==> src/hdl/hint_vector_decoder_checker_unit_defines.svh <==
// Assertion macros used by the hint decoder back end.
`ifndef HINT_VECTOR_DECODER_CHECKER_UNIT_DEFINES_SVH
`define HINT_VECTOR_DECODER_CHECKER_UNIT_DEFINES_SVH

// Same-cycle implication, sampled on clk, off while arst_n is low.
`define HVDC_ASSERT_IMPLIES(label, ante, cons) \
	label: assert property (@(posedge clk) disable iff (!arst_n) (ante) |-> (cons)) \
		else $error("hvdc: same-cycle check failed");

// Next-cycle implication, sampled on clk, off while arst_n is low.
`define HVDC_ASSERT_NEXT(label, ante, cons) \
	label: assert property (@(posedge clk) disable iff (!arst_n) (ante) |=> (cons)) \
		else $error("hvdc: next-cycle check failed");

`endif

==> src/hdl/hvdc_pkg.sv <==
// Types and constants shared by the hint decoder modules.
package hvdc_pkg;

	localparam int WORD_BITS      = 64;
	localparam int WORDS_PER_POLY = 4;

	// One classified byte of the hint section on its way to the back end.
	typedef struct packed {
		logic       is_count;
		logic       is_last;
		logic [6:0] slot;
		logic [7:0] value;
	} hvdc_item_t;

endpackage

==> src/hdl/hvdc_ram.sv <==
// Generic single-write, single-read RAM with registered read data.
module hvdc_ram #(
	parameter int WIDTH = 8,
	parameter int DEPTH = 80
) (
	input  logic                                       clk,
	input  logic                                       we,
	input  logic [(DEPTH > 1 ? $clog2(DEPTH) : 1)-1:0] waddr,
	input  logic [WIDTH-1:0]                           wdata,
	input  logic [(DEPTH > 1 ? $clog2(DEPTH) : 1)-1:0] raddr,
	output logic [WIDTH-1:0]                           rdata
);

	logic [WIDTH-1:0] mem_q [DEPTH];

	always_ff @(posedge clk) begin
		if (we) begin
			mem_q[waddr] <= wdata;
		end
		rdata <= mem_q[raddr];
	end

endmodule

==> src/hdl/hvdc_front.sv <==
// Front end: takes hint bytes, tracks their place in the section and classifies them.
module hvdc_front #(
	parameter int POLYS     = 4,
	parameter int MAX_HINTS = 80
) (
	input  logic                clk,
	input  logic                arst_n,
	input  logic                push,
	output logic                full,
	input  logic [7:0]          hint_byte,
	input  logic                q_full,
	output logic                q_push,
	output hvdc_pkg::hvdc_item_t q_item
);
	import hvdc_pkg::*;

	localparam int SECTION = MAX_HINTS + POLYS;
	localparam int AW      = $clog2(SECTION);

	logic [AW-1:0] pos_q;
	logic          is_count;
	logic          is_last;
	logic [AW-1:0] slot;

	assign full     = q_full;
	assign q_push   = push && !q_full;
	assign is_count = pos_q >= AW'(MAX_HINTS);
	assign is_last  = pos_q == AW'(SECTION - 1);
	// Count bytes are numbered from zero by polynomial.
	assign slot     = is_count ? pos_q - AW'(MAX_HINTS) : pos_q;

	always_comb begin
		q_item          = '0;
		q_item.is_count = is_count;
		q_item.is_last  = is_last;
		q_item.slot     = 7'(slot);
		q_item.value    = hint_byte;
	end

	always_ff @(posedge clk or negedge arst_n) begin
		if (!arst_n) begin
			pos_q <= '0;
		end else if (q_push) begin
			pos_q <= is_last ? '0 : pos_q + AW'(1);
		end
	end

endmodule

==> src/hdl/hvdc_queue.sv <==
// Two-entry queue of classified items between front and back end.
module hvdc_queue (
	input  logic                 clk,
	input  logic                 arst_n,
	input  logic                 wr,
	input  hvdc_pkg::hvdc_item_t wdata,
	output logic                 q_full,
	input  logic                 rd,
	output hvdc_pkg::hvdc_item_t rdata,
	output logic                 q_empty
);
	import hvdc_pkg::*;

	hvdc_item_t mem_q [2];
	logic       wr_q;
	logic       rd_q;
	logic [1:0] cnt_q;

	assign q_full  = cnt_q == 2'd2;
	assign q_empty = cnt_q == 2'd0;
	assign rdata   = mem_q[rd_q];

	always_ff @(posedge clk) begin
		if (wr && !q_full) begin
			mem_q[wr_q] <= wdata;
		end
	end

	always_ff @(posedge clk or negedge arst_n) begin
		if (!arst_n) begin
			wr_q  <= 1'b0;
			rd_q  <= 1'b0;
			cnt_q <= 2'd0;
		end else begin
			if (wr && !q_full) begin
				wr_q <= ~wr_q;
			end
			if (rd && !q_empty) begin
				rd_q <= ~rd_q;
			end
			case ({wr && !q_full, rd && !q_empty})
				2'b10:   cnt_q <= cnt_q + 2'd1;
				2'b01:   cnt_q <= cnt_q - 2'd1;
				default: cnt_q <= cnt_q;
			endcase
		end
	end

endmodule

==> src/hdl/hvdc_back.sv <==
// Back end: stores the section, walks the hint indices and emits the decoded words.
`include "hint_vector_decoder_checker_unit_defines.svh"

module hvdc_back #(
	parameter int POLYS     = 4,
	parameter int MAX_HINTS = 80
) (
	input  logic                 clk,
	input  logic                 arst_n,
	input  hvdc_pkg::hvdc_item_t q_item,
	input  logic                 q_empty,
	output logic                 q_pop,
	output logic                 empty,
	input  logic                 pop,
	output logic [1:0]           poly_index,
	output logic [1:0]           word_index,
	output logic [63:0]          hint_bits,
	output logic                 malformed,
	output logic                 last_word
);
	import hvdc_pkg::*;

	localparam int HW  = MAX_HINTS > 1 ? $clog2(MAX_HINTS) : 1;
	localparam int PIW = POLYS > 1 ? $clog2(POLYS) : 1;
	localparam int PW  = $clog2(POLYS + 1);
	localparam int JW  = $clog2(MAX_HINTS + 1);

	typedef enum logic [1:0] {
		ST_LOAD,
		ST_READ,
		ST_CHECK,
		ST_EMIT
	} state_t;

	state_t                 state_q;
	logic [7:0]             cnt_q [POLYS];
	logic [7:0]             prev_cnt_q;
	logic                   cnt_bad_q;
	logic                   bad_q;
	logic [PW-1:0]          p_q;
	logic [JW-1:0]          j_q;
	logic                   first_q;
	logic [7:0]             last_q;
	logic [PIW-1:0]         ep_q;
	logic [1:0]             ew_q;
	logic [WORD_BITS-1:0]   bits_q [POLYS][WORDS_PER_POLY];
	logic                   out_valid_q;
	logic [1:0]             out_poly_q;
	logic [1:0]             out_word_q;
	logic [WORD_BITS-1:0]   out_bits_q;
	logic                   out_mal_q;
	logic                   out_last_q;

	logic                   store_we;
	logic [7:0]             rdata;
	logic [PIW-1:0]         p_idx;
	logic                   p_live;
	logic                   count_bad;
	logic                   out_take;
	logic                   emit_load;
	logic                   emit_final;
	logic                   set_bit;
	logic                   clear_bits;
	logic [PIW+1:0]         ep_ext;

	assign q_pop      = (state_q == ST_LOAD) && !q_empty;
	assign store_we   = q_pop && !q_item.is_count;
	assign p_idx      = p_q[PIW-1:0];
	assign p_live     = p_q < PW'(POLYS);
	assign count_bad  = (q_item.value < prev_cnt_q) || (q_item.value > 8'(MAX_HINTS));
	assign out_take   = pop && out_valid_q;
	assign emit_load  = (state_q == ST_EMIT) && (!out_valid_q || pop);
	assign emit_final = (ep_q == PIW'(POLYS - 1)) && (ew_q == 2'd3);
	assign set_bit    = (state_q == ST_CHECK) && p_live;
	assign clear_bits = q_pop && q_item.is_count && q_item.is_last;
	assign ep_ext     = (PIW + 2)'(ep_q);

	assign empty      = !out_valid_q;
	assign poly_index = out_poly_q;
	assign word_index = out_word_q;
	assign hint_bits  = out_bits_q;
	assign malformed  = out_mal_q;
	assign last_word  = out_last_q;

	hvdc_ram #(
		.WIDTH(8),
		.DEPTH(MAX_HINTS)
	) u_store (
		.clk  (clk),
		.we   (store_we),
		.waddr(q_item.slot[HW-1:0]),
		.wdata(q_item.value),
		.raddr(j_q[HW-1:0]),
		.rdata(rdata)
	);

	// Hint bitmap: wipe at the start of a decode, then set one bit per index.
	always_ff @(posedge clk) begin
		if (clear_bits) begin
			for (int p = 0; p < POLYS; p++) begin
				for (int w = 0; w < WORDS_PER_POLY; w++) begin
					bits_q[p][w] <= '0;
				end
			end
		end else if (set_bit) begin
			bits_q[p_idx][rdata[7:6]][rdata[5:0]] <= 1'b1;
		end
	end

	always_ff @(posedge clk or negedge arst_n) begin
		if (!arst_n) begin
			state_q     <= ST_LOAD;
			prev_cnt_q  <= '0;
			cnt_bad_q   <= 1'b0;
			bad_q       <= 1'b0;
			p_q         <= '0;
			j_q         <= '0;
			first_q     <= 1'b0;
			last_q      <= '0;
			ep_q        <= '0;
			ew_q        <= '0;
			out_valid_q <= 1'b0;
			out_poly_q  <= '0;
			out_word_q  <= '0;
			out_bits_q  <= '0;
			out_mal_q   <= 1'b0;
			out_last_q  <= 1'b0;
			for (int p = 0; p < POLYS; p++) begin
				cnt_q[p] <= '0;
			end
		end else begin
			if (emit_load) begin
				out_valid_q <= 1'b1;
			end else if (out_take) begin
				out_valid_q <= 1'b0;
			end
			case (state_q)
				ST_LOAD: begin
					if (q_pop && q_item.is_count) begin
						cnt_q[q_item.slot[PIW-1:0]] <= q_item.value;
						prev_cnt_q <= q_item.is_last ? 8'd0 : q_item.value;
						if (count_bad) begin
							cnt_bad_q <= 1'b1;
							bad_q     <= 1'b1;
						end
						if (q_item.is_last) begin
							p_q        <= '0;
							j_q        <= '0;
							first_q    <= 1'b1;
							ep_q       <= '0;
							ew_q       <= '0;
							// Skip the walk when the counts are already broken.
							state_q    <= (cnt_bad_q || count_bad) ? ST_EMIT : ST_READ;
						end
					end
				end
				ST_READ: begin
					// Advance past polynomials whose range ends here, else read index j.
					if (p_live && (8'(j_q) >= cnt_q[p_idx])) begin
						p_q     <= p_q + PW'(1);
						first_q <= 1'b1;
					end else begin
						state_q <= ST_CHECK;
					end
				end
				ST_CHECK: begin
					if (p_live) begin
						if (!first_q && (rdata <= last_q)) begin
							bad_q <= 1'b1;
						end
						last_q  <= rdata;
						first_q <= 1'b0;
					end else if (rdata != 8'd0) begin
						bad_q <= 1'b1;
					end
					if (j_q == JW'(MAX_HINTS - 1)) begin
						state_q <= ST_EMIT;
					end else begin
						j_q     <= j_q + JW'(1);
						state_q <= ST_READ;
					end
				end
				ST_EMIT: begin
					if (emit_load) begin
						out_poly_q  <= ep_ext[1:0];
						out_word_q  <= ew_q;
						out_bits_q  <= bad_q ? '0 : bits_q[ep_q][ew_q];
						out_mal_q   <= bad_q;
						out_last_q  <= emit_final;
						ew_q        <= ew_q + 2'd1;
						if (ew_q == 2'd3) begin
							ep_q <= ep_q + PIW'(1);
						end
						if (emit_final) begin
							bad_q     <= 1'b0;
							cnt_bad_q <= 1'b0;
							state_q   <= ST_LOAD;
						end
					end
				end
				default: state_q <= ST_LOAD;
			endcase
		end
	end

	`HVDC_ASSERT_IMPLIES(a_mal_zero, out_valid_q && out_mal_q, out_bits_q == '0)
	`HVDC_ASSERT_IMPLIES(a_poly_bound, state_q != ST_LOAD, p_q <= PW'(POLYS))
	`HVDC_ASSERT_IMPLIES(a_read_bound, state_q == ST_CHECK, j_q < JW'(MAX_HINTS))
	`HVDC_ASSERT_NEXT(a_emit_done, emit_load && emit_final, (state_q == ST_LOAD) && out_last_q)

endmodule

==> src/hdl/hint_vector_decoder_checker_unit.sv <==
// Flow: bytes are taken one per cycle while the back end loads and the queue is not full; after
// the last count byte the index walk does one store read and one check per index, with a step to
// each next polynomial in between, then POLYS*4 words leave one per cycle as pop allows.
// Bytes of the next section are held off by full, beyond the two queued items, until the emit ends.
// Reset: arst_n clears the byte position, queue, sequencer and output register; the section
// store is not cleared, as every entry is written before it is read.
module hint_vector_decoder_checker_unit #(
	parameter int POLYS     = 4,
	parameter int MAX_HINTS = 80
) (
	input  logic        clk,
	input  logic        arst_n,
	input  logic        push,
	output logic        full,
	input  logic [7:0]  hint_byte,
	output logic        empty,
	input  logic        pop,
	output logic [1:0]  poly_index,
	output logic [1:0]  word_index,
	output logic [63:0] hint_bits,
	output logic        malformed,
	output logic        last_word
);
	import hvdc_pkg::*;

	hvdc_item_t f_item;
	hvdc_item_t b_item;
	logic       f_push;
	logic       q_full;
	logic       q_empty;
	logic       q_pop;

	hvdc_front #(
		.POLYS    (POLYS),
		.MAX_HINTS(MAX_HINTS)
	) u_front (
		.clk      (clk),
		.arst_n   (arst_n),
		.push     (push),
		.full     (full),
		.hint_byte(hint_byte),
		.q_full   (q_full),
		.q_push   (f_push),
		.q_item   (f_item)
	);

	hvdc_queue u_queue (
		.clk    (clk),
		.arst_n (arst_n),
		.wr     (f_push),
		.wdata  (f_item),
		.q_full (q_full),
		.rd     (q_pop),
		.rdata  (b_item),
		.q_empty(q_empty)
	);

	hvdc_back #(
		.POLYS    (POLYS),
		.MAX_HINTS(MAX_HINTS)
	) u_back (
		.clk       (clk),
		.arst_n    (arst_n),
		.q_item    (b_item),
		.q_empty   (q_empty),
		.q_pop     (q_pop),
		.empty     (empty),
		.pop       (pop),
		.poly_index(poly_index),
		.word_index(word_index),
		.hint_bits (hint_bits),
		.malformed (malformed),
		.last_word (last_word)
	);

endmodule
==> config.mk <==
export PLATFORM = sky130hd
export DESIGN_NAME = hint_vector_decoder_checker_unit
export DESIGN_NICKNAME = d
export VERILOG_FILES = /design/src/hdl/hvdc_pkg.sv /design/src/hdl/hvdc_ram.sv /design/src/hdl/hvdc_front.sv /design/src/hdl/hvdc_queue.sv /design/src/hdl/hvdc_back.sv /design/src/hdl/hint_vector_decoder_checker_unit.sv
export VERILOG_INCLUDE_DIRS = /design/src /design/src/hdl
export SDC_FILE = /design/constraint.sdc
export NUM_CORES = 2
export LEC_CHECK = 0
export BUFFER_PORTS_ARGS = -buffer_cell sky130_fd_sc_hd__buf_4
export CORE_MARGIN = 10
export CORE_UTILIZATION = 50
export CTS_CLUSTER_DIAMETER = 60
export CTS_CLUSTER_SIZE = 25
export DETAILED_ROUTE_END_ITERATION = 16
export PLACE_DENSITY = 0.65
export SLEW_MARGIN = 10
export SYNTH_ARGS = -nofsm -noshare
export SYNTH_HDL_FRONTEND = slang
export SYNTH_SLANG_ARGS = --single-unit
==> constraint.sdc <==
create_clock -name clk -period 6.1 [get_ports clk]
set_clock_uncertainty 0.05 [all_clocks]
set_input_delay 0.305 -clock clk [delete_from_list [all_inputs] [get_ports clk]]
set_output_delay 0.305 -clock clk [all_outputs]
set_load 0.02 [all_outputs]
* After elaboration in Yosys (flattened, before gate mapping)
Memory sizes are Yosys's and may differ from the RTL's. A register that Yosys moved wholly into a read port is not among the register bits. Index checks and enable logic that the tools add are counted.
Word-level totals: bits in registers 149, RAM bits 1698, input port bits 12, output and inout port bits 72, word-level logic and storage cells 192, memories kept 3
Memory list:
- u_back.bits_q | depth 4, bits a word 256, rd ports 1, clocked after memory_dff 0, write ports 4, line hvdc_back.sv:46 | logic [WORD_BITS-1:0] bits_q [POLYS][WORDS_PER_POLY];
- u_back.u_store.mem_q | depth 80, bits a word 8, rd ports 1, clocked after memory_dff 1, write ports 1, line hvdc_ram.sv:14 | logic [WIDTH-1:0] mem_q [DEPTH];
- u_queue.mem_q | depth 2, bits a word 17, rd ports 1, clocked after memory_dff 0, write ports 1, line hvdc_queue.sv:14 | hvdc_item_t mem_q [2];
Operators by class: add/subtract/negate cells 8, magnitude comparators 14, eq/ne operators 22, mux-type cells 69, bitwise operators 6, reductions and logical operators 46
Operators with widths (count):
- 256-bit two-way mux | 3
- 64-bit two-way mux | 4
- 256-bit OR reduction | 1
- 64-bit binary-select mux with 2-bit select | 1
- 64-bit demux with 2-bit select | 1
- 7-bit two-way mux | 5
- 32-bit bitwise mux | 1
- 8-bit two-way mux | 4
- 2-bit two-way mux | 13
- 1-bit two-way mux | 22
- 5-bit AND reduction | 4
- 8-bit binary-select mux with 2-bit select | 1
- 8-bit demux with 2-bit select | 1
- 1-bit logical AND | 16
- 7-bit by 1-bit adder with 7-bit output, second input constant | 2
- 7-bit equality test, second input constant | 2
- 7-bit one-hot mux with 2 select lines | 1
- 2-bit equality test, second input constant | 6
- 3-bit >= comparator, second input constant | 4
- 2-bit by 1-bit inequality test with 1-bit output, second input constant | 6
- 2-bit inverter with 3-bit output | 4
- 2-bit one-hot mux with 2 select lines | 3
- 4-bit AND reduction | 3
- 2-bit nonzero test | 5
- 31 further kinds | 52

* Depth between registers and ports, before layout
word-level depth 9, mapped depth 13, mapped depth without buffers 10

* Hierarchy
Synthesis repeated with hierarchy kept, for this count alone.
Unflattened totals: cell total of the unflattened synthesis 4973, area, all modules 73546.8 µm²
By module, submodules not included:
- hvdc_back | times used 1, cells an instance 3719, area an instance 46530.9 µm², seq. area each 23953.0 µm²
- hvdc_ram | times used 1, cells an instance 1112, area an instance 24902.6 µm², seq. area each 19378.6 µm²
- hvdc_queue | times used 1, cells an instance 71, area an instance 1473.9 µm², seq. area each 1121.1 µm²
- hvdc_front | times used 1, cells an instance 71, area an instance 639.4 µm², seq. area each 175.2 µm²

* Worst setup path before layout
OpenSTA, ideal clock, no wires.
path type reg-to-reg, start reg u_queue.rd_q, end reg u_back.bad_q, setup time 0.136 ns, arrival 3.044 ns, required time 5.914 ns, slack 2.870 ns, stages on the path, launching flop included 13, buffers on the path 2, period minus slack after synthesis 3.230 ns, cell sequence dfrtp_1 > buf_6 > buf_2 > mux2i_1 > inv_1 > ha_1 > a21o_1 > a21oi_1 > nor2b_1 > o31ai_1 > and2b_1 > nand4_1 > mux2i_1
RTL lines:
- from (decl) | line hvdc_queue.sv:16 | logic rd_q;
- from (signal assigned) | line hvdc_queue.sv:39 | rd_q <= ~rd_q;
- to (signal assigned) | line hvdc_back.sv:115 | bad_q <= 1'b0;
- to (signal assigned) | line hvdc_back.sv:144 | bad_q <= 1'b1;
- to (signal assigned) | line hvdc_back.sv:169 | bad_q <= 1'b1;
- to (decl) | line hvdc_back.sv:39 | logic bad_q;

==> results.py <==
metrics = {
    "setup_path": {
        "crit_slowest_cell": "dfrtp_1",
        "end_kind": "register",
        "path_buf_inv": 2,
        "r2r_start": "u_queue.rd_q",
        "r2r_end": "u_back.bits_q[3][87]",
        "r2r_setup_slack_ns": 1.81,
        "critical_path_required_ns": 6.75,
        "crit_chain": "mux2i_1 -> nand2b_2 -> nand2b_4 -> buf_4 -> buf_12 -> nand2_1 -> o21ai_0",
        "worstPathMaxFanout": 255,
        "critPathKind": "register to register",
        "cp_data_arrival_time_ns": 4.93,
        "critPathTopFamily": "buffers and inverters",
        "rr_worst_depth": 7,
        "startpoint_type": "register",
        "cpPeakStageDelay_ns": 1.08,
    },
    "flow_run": {
        "cap_violations": 0,
    },
    "yosys": {
        "synth_largest_area_cell": "dfxtp_1",
        "synthCells": 5936,
        "syn-num-nets": 5987,
        "yosysTopAreaCellShare": 0.284,
        "synth_flop_cell": "dfxtp_1",
        "synth_warnings": 0,
        "synth_top_family_by_area": "multiplexers",
        "synth_edf_count": 674,
        "synthArstFlopShare": 0.0803,
        "synthXorXnorAreaFrac": 0.000602,
        "synth_seq_cells": 1855,
        "ys_seq_area_frac": 0.613,
        "synth_area_sq_um": 72700,
        "synth_fa_ha_area_frac": 0.00671,
        "synth_area_leaders": "dfxtp_1, edfxtp_1, mux4_2",
        "synth_mux_area_frac": 0.157,
        "synth_compound_area_frac": 0.101,
        "synthDistinctLibCells": 69,
        "yosys.area_share.simple": 0.0900,
        "synth.avg_cell_area_sq_um": 12.3,
    },
    "final_layout": {
        "final_layout_size_suffix_gt1_frac": 0.149,
        "fin_cells": 7793,
        "nNetsFinal": 5837,
        "syn_to_final_growth_pct": 8.40,
    },
    "floorplan": {
        "rows": 139,
        "die_h_um": 401,
        "start_util": 0.505,
        "dieArea_sq_um": 161000,
        "core-area_sq_um": 144000,
        "die_w_um": 401,
        "io_pins": 84,
    },
    "cts": {
        "clk_path_buf_depth": 3,
        "cts_buffers": 117,
        "clk_pin_slew_ns": 0.09,
        "htree_levels": 3,
        "cts_tree": "built",
        "clock_latency_ns": 0.78,
        "clockRootBuffer": "clkbuf_16",
        "clock-sinks": 1855,
        "post-cts-setup-buffers": 0,
    },
    "timing": {
        "relSlewSlack": 0.202,
        "hold_slack_ns": 0.209,
        "fin_crit_sh": 0.702,
        "fmax_ghz": 0.233,
        "finalSetupViolations": 0,
        "layout_min_cycle_time_ns": 4.29,
        "finalHoldViolCount": 0,
        "maxSlewViolCount": 0,
        "fin_tns_setup_ns": 0,
        "rsz0062_at_grt": "false",
        "setup_slack_ns": 1.81,
        "tightestPinTransition_ns": 1.20,
    },
    "power": {
        "ir_drop_mv": 0.476,
        "power.density_nw_per_um2": 394,
        "p_leak_uw": 0.0260,
    },
    "place": {
        "place_ws_ns": 1.86,
        "dp_cells": 7557,
        "place_congestion": 0.817,
        "io_buffers": 83,
        "hpwl_um": 102000,
    },
    "routing": {
        "ant_nets": 0,
        "routed_wl_um": 175000,
        "drtPass1Iterations": 6,
        "wire_per_inst_um": 22.4,
        "vias_per_cell": 5.93,
        "via_count": 46200,
        "drc": 0,
        "drt_iter0_markers": 4724,
    },
    "global_routing": {
        "grt_pass1_vias": 45100,
        "grt_pass1_wl_um": 273000,
        "track_usage": 0.212,
        "grt_max_degree": 256,
        "antenna_found_initial": 2,
        "gr-total-overflow": 0,
    },
    "run_status": {
        "status": "complete, no violations",
    },
    "min_path": {
        "hold_depth": 2,
        "hp-start": "hint_byte[2]",
        "hp-class": "primary input to register",
        "worst_hold_path.endpoint": "u_queue.mem_q[0][2]",
    },
}
[synthesized netlist by cell type, types with 23 or more instances]
cell type,instances
buf_4,23
edfxtp_1,674
clkbuf_1,313
inv_1,55
buf_2,55
dfxtp_1,1032
nor2_1,221
o21ai_1,41
mux4_2,473
dfrtp_1,149
a22o_1,105
o21ai_0,1003
a21oi_1,58
nand2_1,1347
ha_1,39
buf_6,26
mux2i_1,67
[worst max-delay path by stage]
stage | end | startpoint | slack [ns] | cells past startpoint
after floorplan | u_back.bad_q | u_queue.rd_q | 2.87 | 12
after detailed placement | u_back.bits_q[2][52] | u_queue.rd_q | 1.86 | 7
after CTS | u_back.bits_q[3][55] | u_queue.rd_q | 1.86 | 7
after global placement | u_back.bits_q[3][51] | u_queue.rd_q | 1.99 | 7
final | u_back.bits_q[3][87] | u_queue.rd_q | 1.81 | 7
after global routing | u_back.bits_q[2][52] | u_queue.rd_q | 1.44 | 7
[repair_timing]
action / in CTS / in global routing
resized for setup: 0 / 0
setup endpoints to repair: 0 / 0
hold buffers: 13 / 0
hold endpoints to repair: 73 / 0
[final cells by class]
class	count	area (sq um)
sequential	1855	44700
fill	12000	65200
clock buffer	129	3050
clock inverter	93	1160
multi-input combinational	3590	25900
tap	1903	2380
inverter	57	214
antenna	1	2.50
timing repair buffer	165	1450
[power by group]
group / internal [uW] / switching, uW
sequential: 14200 / 788
combinational: 2380 / 4870
clock: 4110 / 4740
[flip-flops by register name, indices dropped and copies added (netlist names), 3 cells and up]
signal / cells
u_back.prev_cnt_q: 8
u_back.bits_q: 1024
u_back.cnt_q: 32
u_back.u_store.rdata: 8
u_back.hint_bits: 64
u_back.last_q: 8
u_back.u_store.mem_q: 640
u_back.p_q: 3
u_front.pos_q: 7
u_back.j_q: 7
u_queue.mem_q: 34
[through the flow]
step	instance area, sq um	total power, uW	utilization
4_1_cts	78800	31200	0.548
5_1_grt	78800	32400	0.548
3_5_place_dp	74500	22500	0.517
2_1_floorplan	72700	19900	-
3_3_place_gp	74500	22300	0.517
6_report	78900	31000	0.548
[layer usage]
metal  vias to the layer above  GRT usage  wire [um]
met2                      1485      0.336      82300
met1                     23300      0.306      76600
met4                         0     0.0555       4030
met3                       231     0.0293      11700
li1                      21200          -          -
met5                         -          0          0
[logic make-up (layout without fill, tap and decap cells)]
kind of cell | Yosys count | after routing
flops | 1855 | 1855
simple gates | 1675 | 1675
compound gates | 1324 | 1324
mux | 547 | 547
buf+inv | 491 | 444
fa+ha+maj | 39 | 39
xor+xnor | 5 | 5
other cells | 0 | 1
[worst reg2reg max path, cell delays in order (launching register included)]
cell and delay [ns]:
dfrtp_1 1.08, mux2i_1 0.30, nand2b_2 0.42, nand2b_4 0.55, buf_4 0.54, buf_12 0.69, nand2_1 0.46, o21ai_0 0.12
[layout by cell type, fill, tap and decap left out, types with 47 or more instances in the layout]
cell	n
a21oi_1	58
a22o_1	105
dfrtp_1	143
clkbuf_16	120
o21ai_0	1003
mux2i_1	67
inv_1	47
nor2_1	220
mux4_2	473
nand2_1	1345
buf_4	137
dfxtp_1	1032
edfxtp_1	674
Note: power is estimated with default switching activity, not from simulation.
